### config.mk
export PLATFORM = sky130hd
export DESIGN_NAME = igmp_host_membership_engine
export DESIGN_NICKNAME = d
export VERILOG_FILES = /design/src/sv/igmp_hme_pkg.sv /design/src/sv/igmp_hme_ram.sv /design/src/sv/igmp_host_membership_engine.sv
export SDC_FILE = /design/constraint.sdc
export NUM_CORES = 2
export LEC_CHECK = 0
export ABC_AREA = 1
export BUFFER_PORTS_ARGS = -buffer_cell sky130_fd_sc_hd__clkbuf_2
export CAP_MARGIN = 20
export CELL_PAD_IN_SITES_DETAIL_PLACEMENT = 1
export CELL_PAD_IN_SITES_GLOBAL_PLACEMENT = 1
export CORE_MARGIN = 1
export CORE_UTILIZATION = 45
export CTS_BUF_LIST = sky130_fd_sc_hd__clkbuf_2 sky130_fd_sc_hd__clkbuf_4 sky130_fd_sc_hd__clkbuf_8
export DETAILED_ROUTE_END_ITERATION = 10
export HOLD_SLACK_MARGIN = 0.12
export PLACE_DENSITY_LB_ADDON = 0.1
export SLEW_MARGIN = 15
export SYNTH_ARGS = -nofsm -noshare
export SYNTH_HDL_FRONTEND = slang
export SYNTH_SLANG_ARGS = --single-unit
### constraint.sdc
create_clock -name clk -period 8.55 [get_ports clk]
set_input_delay 0.4275 -clock clk [delete_from_list [all_inputs] [get_ports clk]]
set_output_delay 0.4275 -clock clk [all_outputs]
set_load 0.01 [all_outputs]
### src/sv/igmp_hme_pkg.sv
package igmp_hme_pkg;

  localparam int unsigned IFACE_BITS = 4;
  localparam int unsigned TIMER_BITS = 11;

  // command codes
  localparam logic [2:0] CMD_JOIN   = 3'd0;
  localparam logic [2:0] CMD_LEAVE  = 3'd1;
  localparam logic [2:0] CMD_QUERY  = 3'd2;
  localparam logic [2:0] CMD_REPORT = 3'd3;
  localparam logic [2:0] CMD_TICK   = 3'd4;

  // result codes
  localparam logic [1:0] EV_REPORT = 2'd0;
  localparam logic [1:0] EV_LEAVE  = 2'd1;
  localparam logic [1:0] EV_FULL   = 2'd2;

  // configuration register indexes
  localparam logic [1:0] CFG_TICKS_PER_SECOND   = 2'd0;
  localparam logic [1:0] CFG_MAX_REPORT_DELAY_S = 2'd1;
  localparam logic [1:0] CFG_SEED_INIT          = 2'd2;

  localparam logic [31:0] ALL_HOSTS   = 32'hE000_0001;
  localparam logic [31:0] ALL_ROUTERS = 32'hE000_0002;

  localparam logic [31:0] LCG_MUL = 32'd1103515245;
  localparam logic [31:0] LCG_ADD = 32'd12345;

  // x / 10 as (x * 52429) >> 19, exact for x below 262149
  localparam logic [15:0] DIV10_MUL   = 16'd52429;
  localparam int unsigned DIV10_SHIFT = 19;

  typedef struct packed {
    logic [2:0]            cmd;
    logic [31:0]           group_addr;
    logic [IFACE_BITS-1:0] iface;
    logic [7:0]            max_resp_code;
    logic                  frame_ok;
  } item_t;

  typedef struct packed {
    logic [1:0]            event_res;
    logic [31:0]           out_group;
    logic [31:0]           dest_addr;
    logic [IFACE_BITS-1:0] out_iface;
    logic                  last_of_run;
  } result_t;

  typedef struct packed {
    logic [31:0]           group;
    logic [IFACE_BITS-1:0] iface;
    logic [TIMER_BITS-1:0] timer;
    logic                  reported_last;
  } entry_t;

endpackage

### src/sv/igmp_hme_ram.sv
module igmp_hme_ram #(
  parameter int WIDTH = 48,
  parameter int DEPTH = 16
) (
  input  logic                     clk,
  input  logic                     wr_en,
  input  logic [$clog2(DEPTH)-1:0] wr_addr,
  input  logic [WIDTH-1:0]         wr_data,
  input  logic [$clog2(DEPTH)-1:0] rd_addr,
  output logic [WIDTH-1:0]         rd_data
);

  logic [WIDTH-1:0] mem [DEPTH];

  always_ff @(posedge clk) begin
    if (wr_en) begin
      mem[wr_addr] <= wr_data;
    end
    rd_data <= mem[rd_addr];
  end

endmodule

### src/sv/igmp_host_membership_engine.sv
// igmpv2 host membership engine. a command is taken when start is high and busy is low;
// busy then stays high until every result of that command has gone out. results appear
// on result for one cycle each, marked by result_valid, and must be taken then: there is
// no back-pressure. join, leave and foreign report walk the table until the first match,
// then act in the act state; query and tick walk every entry. a table walk reads each
// entry in a read state and checks it in a check state, where a tick also writes it back;
// each timer started by a join or query adds a jitter draw, a 15-step remainder unit and
// a write-back. commands 5 to 7, queries and reports with a bad frame, and ticks with no
// timer running are taken without leaving idle and give no result.
module igmp_host_membership_engine #(
  parameter int GROUP_ENTRIES = 16
) (
  input  logic                  clk,
  input  logic                  rst,
  input  logic                  start,
  output logic                  busy,
  input  igmp_hme_pkg::item_t   item,
  output logic                  result_valid,
  output igmp_hme_pkg::result_t result,
  input  logic                  cfg_wr_en,
  input  logic [1:0]            cfg_index,
  input  logic [31:0]           cfg_data
);

  localparam int IDX_W = $clog2(GROUP_ENTRIES);
  localparam int TW    = igmp_hme_pkg::TIMER_BITS;
  localparam int ENT_W = $bits(igmp_hme_pkg::entry_t);

  localparam logic [3:0] S_IDLE   = 4'd0;
  localparam logic [3:0] S_SETUP1 = 4'd1;
  localparam logic [3:0] S_SETUP2 = 4'd2;
  localparam logic [3:0] S_RD     = 4'd3;
  localparam logic [3:0] S_CHK    = 4'd4;
  localparam logic [3:0] S_ACT    = 4'd5;
  localparam logic [3:0] S_LCG    = 4'd6;
  localparam logic [3:0] S_DIV    = 4'd7;
  localparam logic [3:0] S_WR     = 4'd8;
  localparam logic [3:0] S_FIN    = 4'd9;

  // configuration
  logic [5:0]  ticks_per_second;
  logic [4:0]  max_report_delay_s;
  logic [31:0] jitter_seed;

  // control
  logic [3:0]               state;
  logic [IDX_W-1:0]         idx;
  logic [IDX_W-1:0]         fidx;
  logic                     found;
  logic                     still;
  logic                     any_timer_running;
  logic [GROUP_ENTRIES-1:0] entry_valid;
  igmp_hme_pkg::item_t      cur;
  igmp_hme_pkg::entry_t     cdata;

  // delay arithmetic
  logic [10:0] span_raw;
  logic [14:0] prod;
  logic [TW-1:0] den;
  logic [14:0] num;
  logic [TW-1:0] rem;
  logic [3:0]  cnt;

  // pending result, held back until we know whether another follows
  logic                  pend_v;
  igmp_hme_pkg::result_t pend;

  // table memory
  logic                 wr_en;
  logic [IDX_W-1:0]     wr_addr;
  igmp_hme_pkg::entry_t wr_data;
  igmp_hme_pkg::entry_t rd_entry;
  logic [ENT_W-1:0]     rd_raw;

  igmp_hme_ram #(.WIDTH(ENT_W), .DEPTH(GROUP_ENTRIES)) u_table (
    .clk     (clk),
    .wr_en   (wr_en),
    .wr_addr (wr_addr),
    .wr_data (wr_data),
    .rd_addr (idx),
    .rd_data (rd_raw)
  );

  assign rd_entry = rd_raw;
  assign busy = (state != S_IDLE);

  logic cur_valid, hit, qcond, last_idx;
  logic [TW-1:0] tick_dec;
  logic [TW-1:0] new_timer;
  logic [8:0]  resp;
  logic [29:0] tprod;
  logic [TW-1:0] tq;
  logic [31:0] seed_mul;
  logic [TW:0] r2;
  logic [TW:0] r2_sub;
  logic        free_found;
  logic [IDX_W-1:0] free_idx;
  logic        emit_req;
  igmp_hme_pkg::result_t emit_item;

  assign cur_valid = entry_valid[idx];
  assign hit = cur_valid && rd_entry.group == cur.group_addr && rd_entry.iface == cur.iface;
  assign qcond = cur_valid && rd_entry.iface == cur.iface
              && rd_entry.group != igmp_hme_pkg::ALL_HOSTS
              && (cur.group_addr == 32'd0 || cur.group_addr == rd_entry.group)
              && (rd_entry.timer == '0 || rd_entry.timer > den);
  assign last_idx  = (idx == IDX_W'(GROUP_ENTRIES - 1));
  assign tick_dec  = rd_entry.timer - TW'(1);
  assign new_timer = rem + TW'(1);

  assign resp  = (cur.max_resp_code == 8'd0) ? 9'(max_report_delay_s * 4'd10)
                                              : {1'b0, cur.max_resp_code};
  assign tprod = 30'(prod * igmp_hme_pkg::DIV10_MUL);
  assign tq    = TW'(tprod >> igmp_hme_pkg::DIV10_SHIFT);

  assign seed_mul = 32'(jitter_seed * igmp_hme_pkg::LCG_MUL) + igmp_hme_pkg::LCG_ADD;

  // one restoring step of the remainder unit
  assign r2     = {rem, num[14]};
  assign r2_sub = r2 - {1'b0, den};

  // lowest free slot
  always_comb begin
    free_found = 1'b0;
    free_idx   = '0;
    for (int k = GROUP_ENTRIES - 1; k >= 0; k--) begin
      if (!entry_valid[k]) begin
        free_found = 1'b1;
        free_idx   = IDX_W'(k);
      end
    end
  end

  // memory writes and results
  always_comb begin
    wr_en     = 1'b0;
    wr_addr   = idx;
    wr_data   = rd_entry;
    emit_req  = 1'b0;
    emit_item = '0;
    case (state)
      S_CHK: begin
        if (cur.cmd == igmp_hme_pkg::CMD_TICK && cur_valid && rd_entry.timer != '0) begin
          wr_en         = 1'b1;
          wr_data.timer = tick_dec;
          if (tick_dec == '0) begin
            wr_data.reported_last = 1'b1;
            emit_req  = 1'b1;
            emit_item = '{igmp_hme_pkg::EV_REPORT, rd_entry.group, rd_entry.group,
                          rd_entry.iface, 1'b0};
          end
        end
      end
      S_ACT: begin
        case (cur.cmd)
          igmp_hme_pkg::CMD_JOIN: begin
            if (!found && free_found) begin
              if (cur.group_addr == igmp_hme_pkg::ALL_HOSTS) begin
                wr_en   = 1'b1;
                wr_addr = free_idx;
                wr_data = '{cur.group_addr, cur.iface, '0, 1'b0};
              end else begin
                emit_req  = 1'b1;
                emit_item = '{igmp_hme_pkg::EV_REPORT, cur.group_addr, cur.group_addr,
                              cur.iface, 1'b0};
              end
            end else if (!found) begin
              emit_req  = 1'b1;
              emit_item = '{igmp_hme_pkg::EV_FULL, cur.group_addr, 32'd0, cur.iface, 1'b0};
            end
          end
          igmp_hme_pkg::CMD_LEAVE: begin
            if (found && cdata.reported_last && cur.group_addr != igmp_hme_pkg::ALL_HOSTS) begin
              emit_req  = 1'b1;
              emit_item = '{igmp_hme_pkg::EV_LEAVE, cur.group_addr, igmp_hme_pkg::ALL_ROUTERS,
                            cur.iface, 1'b0};
            end
          end
          igmp_hme_pkg::CMD_REPORT: begin
            if (found) begin
              wr_en   = 1'b1;
              wr_addr = fidx;
              wr_data = '{cdata.group, cdata.iface, '0, 1'b0};
            end
          end
          default: begin
          end
        endcase
      end
      S_WR: begin
        wr_en = 1'b1;
        if (cur.cmd == igmp_hme_pkg::CMD_JOIN) begin
          wr_addr = fidx;
          wr_data = '{cur.group_addr, cur.iface, new_timer, 1'b1};
        end else begin
          wr_data = '{cdata.group, cdata.iface, new_timer, cdata.reported_last};
        end
      end
      default: begin
      end
    endcase
  end

  always_ff @(posedge clk) begin
    if (rst) begin
      state              <= S_IDLE;
      ticks_per_second   <= 6'd5;
      max_report_delay_s <= 5'd10;
      jitter_seed        <= 32'd1;
      any_timer_running  <= 1'b0;
      entry_valid        <= '0;
      pend_v             <= 1'b0;
      result_valid       <= 1'b0;
      idx                <= '0;
      found              <= 1'b0;
      still              <= 1'b0;
    end else begin
      result_valid <= 1'b0;

      // a new result pushes out the one held back, marked not last
      if (emit_req) begin
        if (pend_v) begin
          result       <= pend;
          result_valid <= 1'b1;
        end
        pend   <= emit_item;
        pend_v <= 1'b1;
      end

      case (state)
        S_IDLE: begin
          if (cfg_wr_en) begin
            case (cfg_index)
              igmp_hme_pkg::CFG_TICKS_PER_SECOND:   ticks_per_second   <= cfg_data[5:0];
              igmp_hme_pkg::CFG_MAX_REPORT_DELAY_S: max_report_delay_s <= cfg_data[4:0];
              igmp_hme_pkg::CFG_SEED_INIT:          jitter_seed        <= cfg_data;
              default: begin
              end
            endcase
          end
          if (start) begin
            cur   <= item;
            idx   <= '0;
            found <= 1'b0;
            still <= 1'b0;
            case (item.cmd)
              igmp_hme_pkg::CMD_JOIN, igmp_hme_pkg::CMD_LEAVE: state <= S_SETUP1;
              igmp_hme_pkg::CMD_QUERY, igmp_hme_pkg::CMD_REPORT: begin
                if (item.frame_ok) state <= S_SETUP1;
              end
              igmp_hme_pkg::CMD_TICK: begin
                if (any_timer_running) state <= S_SETUP1;
              end
              default: begin
              end
            endcase
          end
        end
        S_SETUP1: begin
          span_raw <= 11'(max_report_delay_s * ticks_per_second);
          prod     <= 15'(resp * ticks_per_second);
          state    <= S_SETUP2;
        end
        S_SETUP2: begin
          if (cur.cmd == igmp_hme_pkg::CMD_JOIN) begin
            den <= (span_raw == '0) ? TW'(1) : span_raw;
          end else begin
            den <= (tq == '0) ? TW'(1) : tq;
          end
          state <= S_RD;
        end
        S_RD: state <= S_CHK;
        S_CHK: begin
          case (cur.cmd)
            igmp_hme_pkg::CMD_QUERY: begin
              if (qcond) begin
                cdata <= rd_entry;
                state <= S_LCG;
              end else if (last_idx) begin
                state <= S_FIN;
              end else begin
                idx   <= idx + IDX_W'(1);
                state <= S_RD;
              end
            end
            igmp_hme_pkg::CMD_TICK: begin
              if (cur_valid && rd_entry.timer != '0 && tick_dec != '0) still <= 1'b1;
              if (last_idx) begin
                state <= S_FIN;
              end else begin
                idx   <= idx + IDX_W'(1);
                state <= S_RD;
              end
            end
            default: begin
              // join, leave and foreign report look for the first match
              if (hit) begin
                found <= 1'b1;
                fidx  <= idx;
                cdata <= rd_entry;
                state <= S_ACT;
              end else if (last_idx) begin
                state <= S_ACT;
              end else begin
                idx   <= idx + IDX_W'(1);
                state <= S_RD;
              end
            end
          endcase
        end
        S_ACT: begin
          state <= S_FIN;
          case (cur.cmd)
            igmp_hme_pkg::CMD_JOIN: begin
              if (!found && free_found) begin
                entry_valid[free_idx] <= 1'b1;
                fidx <= free_idx;
                if (cur.group_addr != igmp_hme_pkg::ALL_HOSTS) state <= S_LCG;
              end
            end
            igmp_hme_pkg::CMD_LEAVE: begin
              if (found) entry_valid[fidx] <= 1'b0;
            end
            default: begin
            end
          endcase
        end
        S_LCG: begin
          jitter_seed <= seed_mul;
          num         <= seed_mul[30:16];
          rem         <= '0;
          cnt         <= 4'd15;
          state       <= S_DIV;
        end
        S_DIV: begin
          rem <= r2_sub[TW] ? r2[TW-1:0] : r2_sub[TW-1:0];
          num <= {num[13:0], 1'b0};
          cnt <= cnt - 4'd1;
          if (cnt == 4'd1) state <= S_WR;
        end
        S_WR: begin
          any_timer_running <= 1'b1;
          if (cur.cmd == igmp_hme_pkg::CMD_JOIN || last_idx) begin
            state <= S_FIN;
          end else begin
            idx   <= idx + IDX_W'(1);
            state <= S_RD;
          end
        end
        S_FIN: begin
          // the held-back result goes out marked last
          if (pend_v) begin
            result       <= '{pend.event_res, pend.out_group, pend.dest_addr,
                              pend.out_iface, 1'b1};
            result_valid <= 1'b1;
            pend_v       <= 1'b0;
          end
          if (cur.cmd == igmp_hme_pkg::CMD_TICK) any_timer_running <= still;
          state <= S_IDLE;
        end
        default: state <= S_IDLE;
      endcase
    end
  end

endmodule
==> results.md <==
- The flow ran to the end, and the final reports show no timing, DRC or antenna violations.
- The placer's final routability congestion estimate is 0.865.
- The worst setup path is launched from a flop.
- At the pin with the least slew margin, the transition time is 1.11 ns.
- The maximum clock insertion buffer count is 3.
- The number of synthesized flops with an enable pin is 1,064.
- After detailed placement, the total cell area comes to 68,000 um2.
- The capture endpoint of the worst hold path is cur[19].
- In the global route stage, met2 resource usage came out at 47.3%.
- The y dimension of the die is 382 um.
- The sequential fraction of the synthesis area is 52.9%.
- The wire length of the first global-routing pass is 299,000 um.
- The count of endpoints failing hold in the final timing report is 0.
- The cell at the slowest stage of the critical path is sky130_fd_sc_hd__dlygate4sd3_1.
- Entering global routing, the biggest net connects 203 pins.
- The sum of negative setup slack is 0 ns.
- In the final design database the tool counted 7,174 nets.
- Setup repair after global routing left no endpoint under its margin.
- The number of maximum-capacitance violations is 0.
- The area of the core region is 143,000 um2.
- The TritonCTS clock tree is built.
- The count of input and output buffers is 157.
- The total half-perimeter wirelength after legalization and detailed placement is 130,000 um.
- Combinational logic is responsible for 42.9% of the overall power.
- In this run, placement finished with an instance count of 8,026.
- The first-pass iteration count of the detailed router is 5.
- The worst setup slack for register-to-register paths is 0.85 ns.
- After the first detailed-routing iteration, the DRC count stood at 2,844.
- Summed over all layers, the routed wires come to 196,000 um.
- The number of distinct library cells after synthesis is 59.
- The critical path runs through a total of 30 cells.
- Counting flops and latches in the post-synthesis netlist gives 1,183.
- The number of buffers inserted during clock tree synthesis is 197.
- The internal power of the cells is 0.0127 W.
- The max-slew violation total from the final report was 0.
- The critical hold path startpoint is item[19].
- In this run the static leakage power is 29.0 nW.
- 159 I/O pins were placed.
- The cell with the most instances on the worst path is sky130_fd_sc_hd__inv_1.
- Global routing used 33.7% of the available met1 tracks.
- Synthesis produced 6,132 cells.
- The H-tree generated during clock tree synthesis spans 4 levels.
- Based on the critical path, the design can be clocked at up to 130 MHz.
- After global routing, the most crowded layer is met2.
- The share of power burned in the clock network is 24.0%.
- The time the final worst path needs with I/O delays and setup is 7.70 ns.
- The total standard cell area after synthesis is 64,900 um2.
- The post-synthesis net count is 6,878.
- The post-route clock period utilization is 90.1%.
- Cells with a size suffix above 1 make up 11.2% of the layout.
- Dividing total power by cell area gives a power density of 292 nW/um2.
- After routing the design area is 73,100 um2.
- CTS saw 1,183 sinks.
- The mean instance size in the synthesized netlist is 10.6 um2.
- The relative max-transition margin is 26.0%.
- The total via count after detailed routing is 47,000.
- Between clock sinks in the finished design, the worst skew comes to 0.0783 ns.
- The category of the critical setup timing path is flop to flop.
- For met3 alone, demand over resource in global routing was 3.42%.
- Post-CTS timing repair inserted 0 buffers for setup.
- In this run switching power makes up 40.7% of total power.
- The die span in x is 382 um.
- The count of warnings emitted by yosys is 0.
- The DRC violation count after routing is 0.
- The post-synthesis async set-or-reset flop share is 0%.
- Data on the critical path is required at its endpoint by 9.40 ns.
- The reg-to-reg endpoint is jitter_seed[27].
- The number of rows created at floorplan is 139.
- Setup violations remaining at the end of the flow were counted as 0.
- The clock root buffer master is sky130_fd_sc_hd__clkbuf_8.
- The kind of cell with the highest combined delay on the critical path is adder cells.
- Relative to the synthesized area, the layout overhead comes to 12.6%.
- The via count of the first global-routing pass came to 49,900.
- Global routing consumed, over all layers together, 26.8% of the routing resources.
- The die covers 146,000 um2.
- The critical path buffer and inverter count is 8.
- For the worst-skew pair, the clock arrives at the later sink with an insertion delay of 0.94 ns.
- STA classifies the critical path endpoint as a flop.
- The maximum fanout along the worst path is 8.
- The worst endpoint data arrival time is 8.55 ns.
- For this run the aggregate overflow at the end of global routing stands at 0.
- The startpoint of the lowest-slack register-to-register path is jitter_seed[7].
- The post-CTS clock slew at the launch and capture registers of the worst setup and hold paths is 0.06 ns.
- For this run, the slowest stage of the critical path takes 0.56 ns.
- Along the worst hold path, the cell count comes to 2.
- The post-route antenna net violation count is 0.
- The most used flip-flop cell after synthesis is sky130_fd_sc_hd__edfxtp_1.
- Leaving out fill and tap cells, the most frequent cell in the layout is sky130_fd_sc_hd__edfxtp_1.
- The top cell types in the final layout, fill and taps aside, are sky130_fd_sc_hd__edfxtp_1 (1,064), sky130_fd_sc_hd__inv_1 (877), sky130_fd_sc_hd__nand2_1 (739).
- The final standard cell count with taps included and fillers excluded is 8,503.
- The path class of the tightest hold or removal check is primary input to flop.
- The number of antenna violations at the first check in global routing is 3.
- Across the VDD grid, the largest voltage drop is 0.228 mV.
- Measured in cells, the most critical reg-to-reg path has a length of 30.
- The share of total power dissipated in sequential elements is 33.1%.
- Summed over all nets, the switching power comes to 0.00869 W.
- The mean routed wirelength per cell is 23.0 um.
- The initial utilization of the core area, before any placement, comes to 45.3%.
- The number of vias per cell after detailed routing is 5.52.
-- power groups by stage --
| stage | sequential (W) | combinational [W] | clock, W |
|---|---|---|---|
| 2_1_floorplan | 0.00708 | 0.00624 | 0 |
| 3_3_place_gp | 0.00718 | 0.00891 | 0 |
| 3_5_place_dp | 0.00718 | 0.00911 | 0 |
| 4_1_cts | 0.00706 | 0.00925 | 0.00524 |
| 5_1_grt | 0.00708 | 0.0103 | 0.00547 |
| 6_report | 0.00706 | 0.00915 | 0.00513 |
-- worst max path at each step --
| stage | start | to |
|---|---|---|
| floorplan | jitter_seed[6] | jitter_seed[25] |
| global placement | jitter_seed[7] | jitter_seed[25] |
| global route | jitter_seed[7] | jitter_seed[27] |
| CTS | jitter_seed[7] | jitter_seed[27] |
| finish | jitter_seed[7] | jitter_seed[27] |
| detailed placement | jitter_seed[7] | jitter_seed[27] |
-- cell type report --
class	instances	area (um2)
well taps	1903	2380
diodes	4	10.0
clock buffers	277	3390
fillers	15600	70200
clock inverters	90	637
multi-input cells	3788	26300
repair buffers	360	2650
flip-flops and latches	1183	34300
inverters	898	3380
-- Yosys cell counts (3+ instances only) --
master                      number  area share, %
sky130_fd_sc_hd__o22ai_1       211            2.0
sky130_fd_sc_hd__xnor2_1        57           0.77
sky130_fd_sc_hd__nor2_1        620            3.6
sky130_fd_sc_hd__fa_1          278            8.6
sky130_fd_sc_hd__inv_2          15          0.087
sky130_fd_sc_hd__buf_1          12          0.069
sky130_fd_sc_hd__ha_1          382            7.4
sky130_fd_sc_hd__inv_1         881            5.1
sky130_fd_sc_hd__nor4_1         11           0.11
sky130_fd_sc_hd__clkbuf_1      230            1.3
sky130_fd_sc_hd__dfxtp_1       119            3.7
sky130_fd_sc_hd__o21a_1          4          0.046
sky130_fd_sc_hd__buf_6           7           0.12
sky130_fd_sc_hd__nor3_1         41           0.32
sky130_fd_sc_hd__a211oi_1        4          0.046
sky130_fd_sc_hd__a221oi_1        6          0.081
sky130_fd_sc_hd__xor2_1         55           0.74
sky130_fd_sc_hd__a21oi_1       209            1.6
sky130_fd_sc_hd__a31oi_1        49           0.47
sky130_fd_sc_hd__nor3_2          3          0.046
sky130_fd_sc_hd__edfxtp_1     1064             49
sky130_fd_sc_hd__o2111ai_1      10           0.13
sky130_fd_sc_hd__nand3b_1        5          0.058
sky130_fd_sc_hd__buf_2          13           0.10
sky130_fd_sc_hd__a21o_1         14           0.16
sky130_fd_sc_hd__nand2_2         3          0.029
sky130_fd_sc_hd__nand2_1       739            4.3
sky130_fd_sc_hd__nor2_2          8          0.077
sky130_fd_sc_hd__o31ai_1         8          0.093
sky130_fd_sc_hd__o21bai_1        7          0.081
sky130_fd_sc_hd__o21ai_1         5          0.039
sky130_fd_sc_hd__a21oi_2        71           0.96
sky130_fd_sc_hd__or2_2           7          0.067
sky130_fd_sc_hd__nand4_1        50           0.48
sky130_fd_sc_hd__o21ai_0       590            4.5
sky130_fd_sc_hd__nand3_1       184            1.4
sky130_fd_sc_hd__o221ai_1       83            1.1
sky130_fd_sc_hd__o211ai_1       50           0.58
-- per-layer routing --
layer | vias to the layer above | wire length, um
met3 | 300 | 6920
met1 | 24000 | 82400
li1 | 21700 | -
met5 | - | 0
met2 | 904 | 99700
met4 | 0 | 6570
-- kinds of logic (layout without fill, tap and decap cells) --
family	count (synthesis)	in the layout	share of synthesized area (%)
simple gates	1684	1684	10.7
compound gates	1332	1332	12.2
flops	1183	1183	52.9
buf+inv	1161	1625	6.83
fa+ha+maj	660	660	15.9
xor+xnor	112	112	1.51
other cells	0	4	0
-- through the flow --
step                setup WS, ns  power, W  util (%)  hold slack (ns)
floorplan                   2.33    0.0133         -            0.430
global placement            1.42    0.0161      47.4            0.452
detailed placement          1.46    0.0163      47.4            0.449
CTS                        0.845    0.0216      50.9            0.124
global route               0.429    0.0229      51.0            0.166
finish                     0.850    0.0213      51.0            0.222
-- repair_timing --
action | in CTS | in global routing
hold endpoints to repair | 117 | 0
gates resized for setup | 0 | 0
hold buffers | 99 | 0
-- sequential cells by signal, indices dropped and copies added (netlist names), 4 cells and up, named ones only --
| name | cells |
|---|---|
| u_table.mem | 768 |
| u_table.rd_data | 48 |
| entry_valid | 16 |
| state | 4 |
| cnt | 4 |
| jitter_seed | 31 |
| prod | 15 |
| cur | 47 |
| fidx | 4 |
| max_report_delay_s | 5 |
| num | 15 |
| idx | 4 |
| ticks_per_second | 6 |
| span_raw | 11 |
| den | 11 |
| rem | 11 |
| cdata | 37 |
| pend | 70 |
Note: power is estimated with default switching activity, not from simulation.
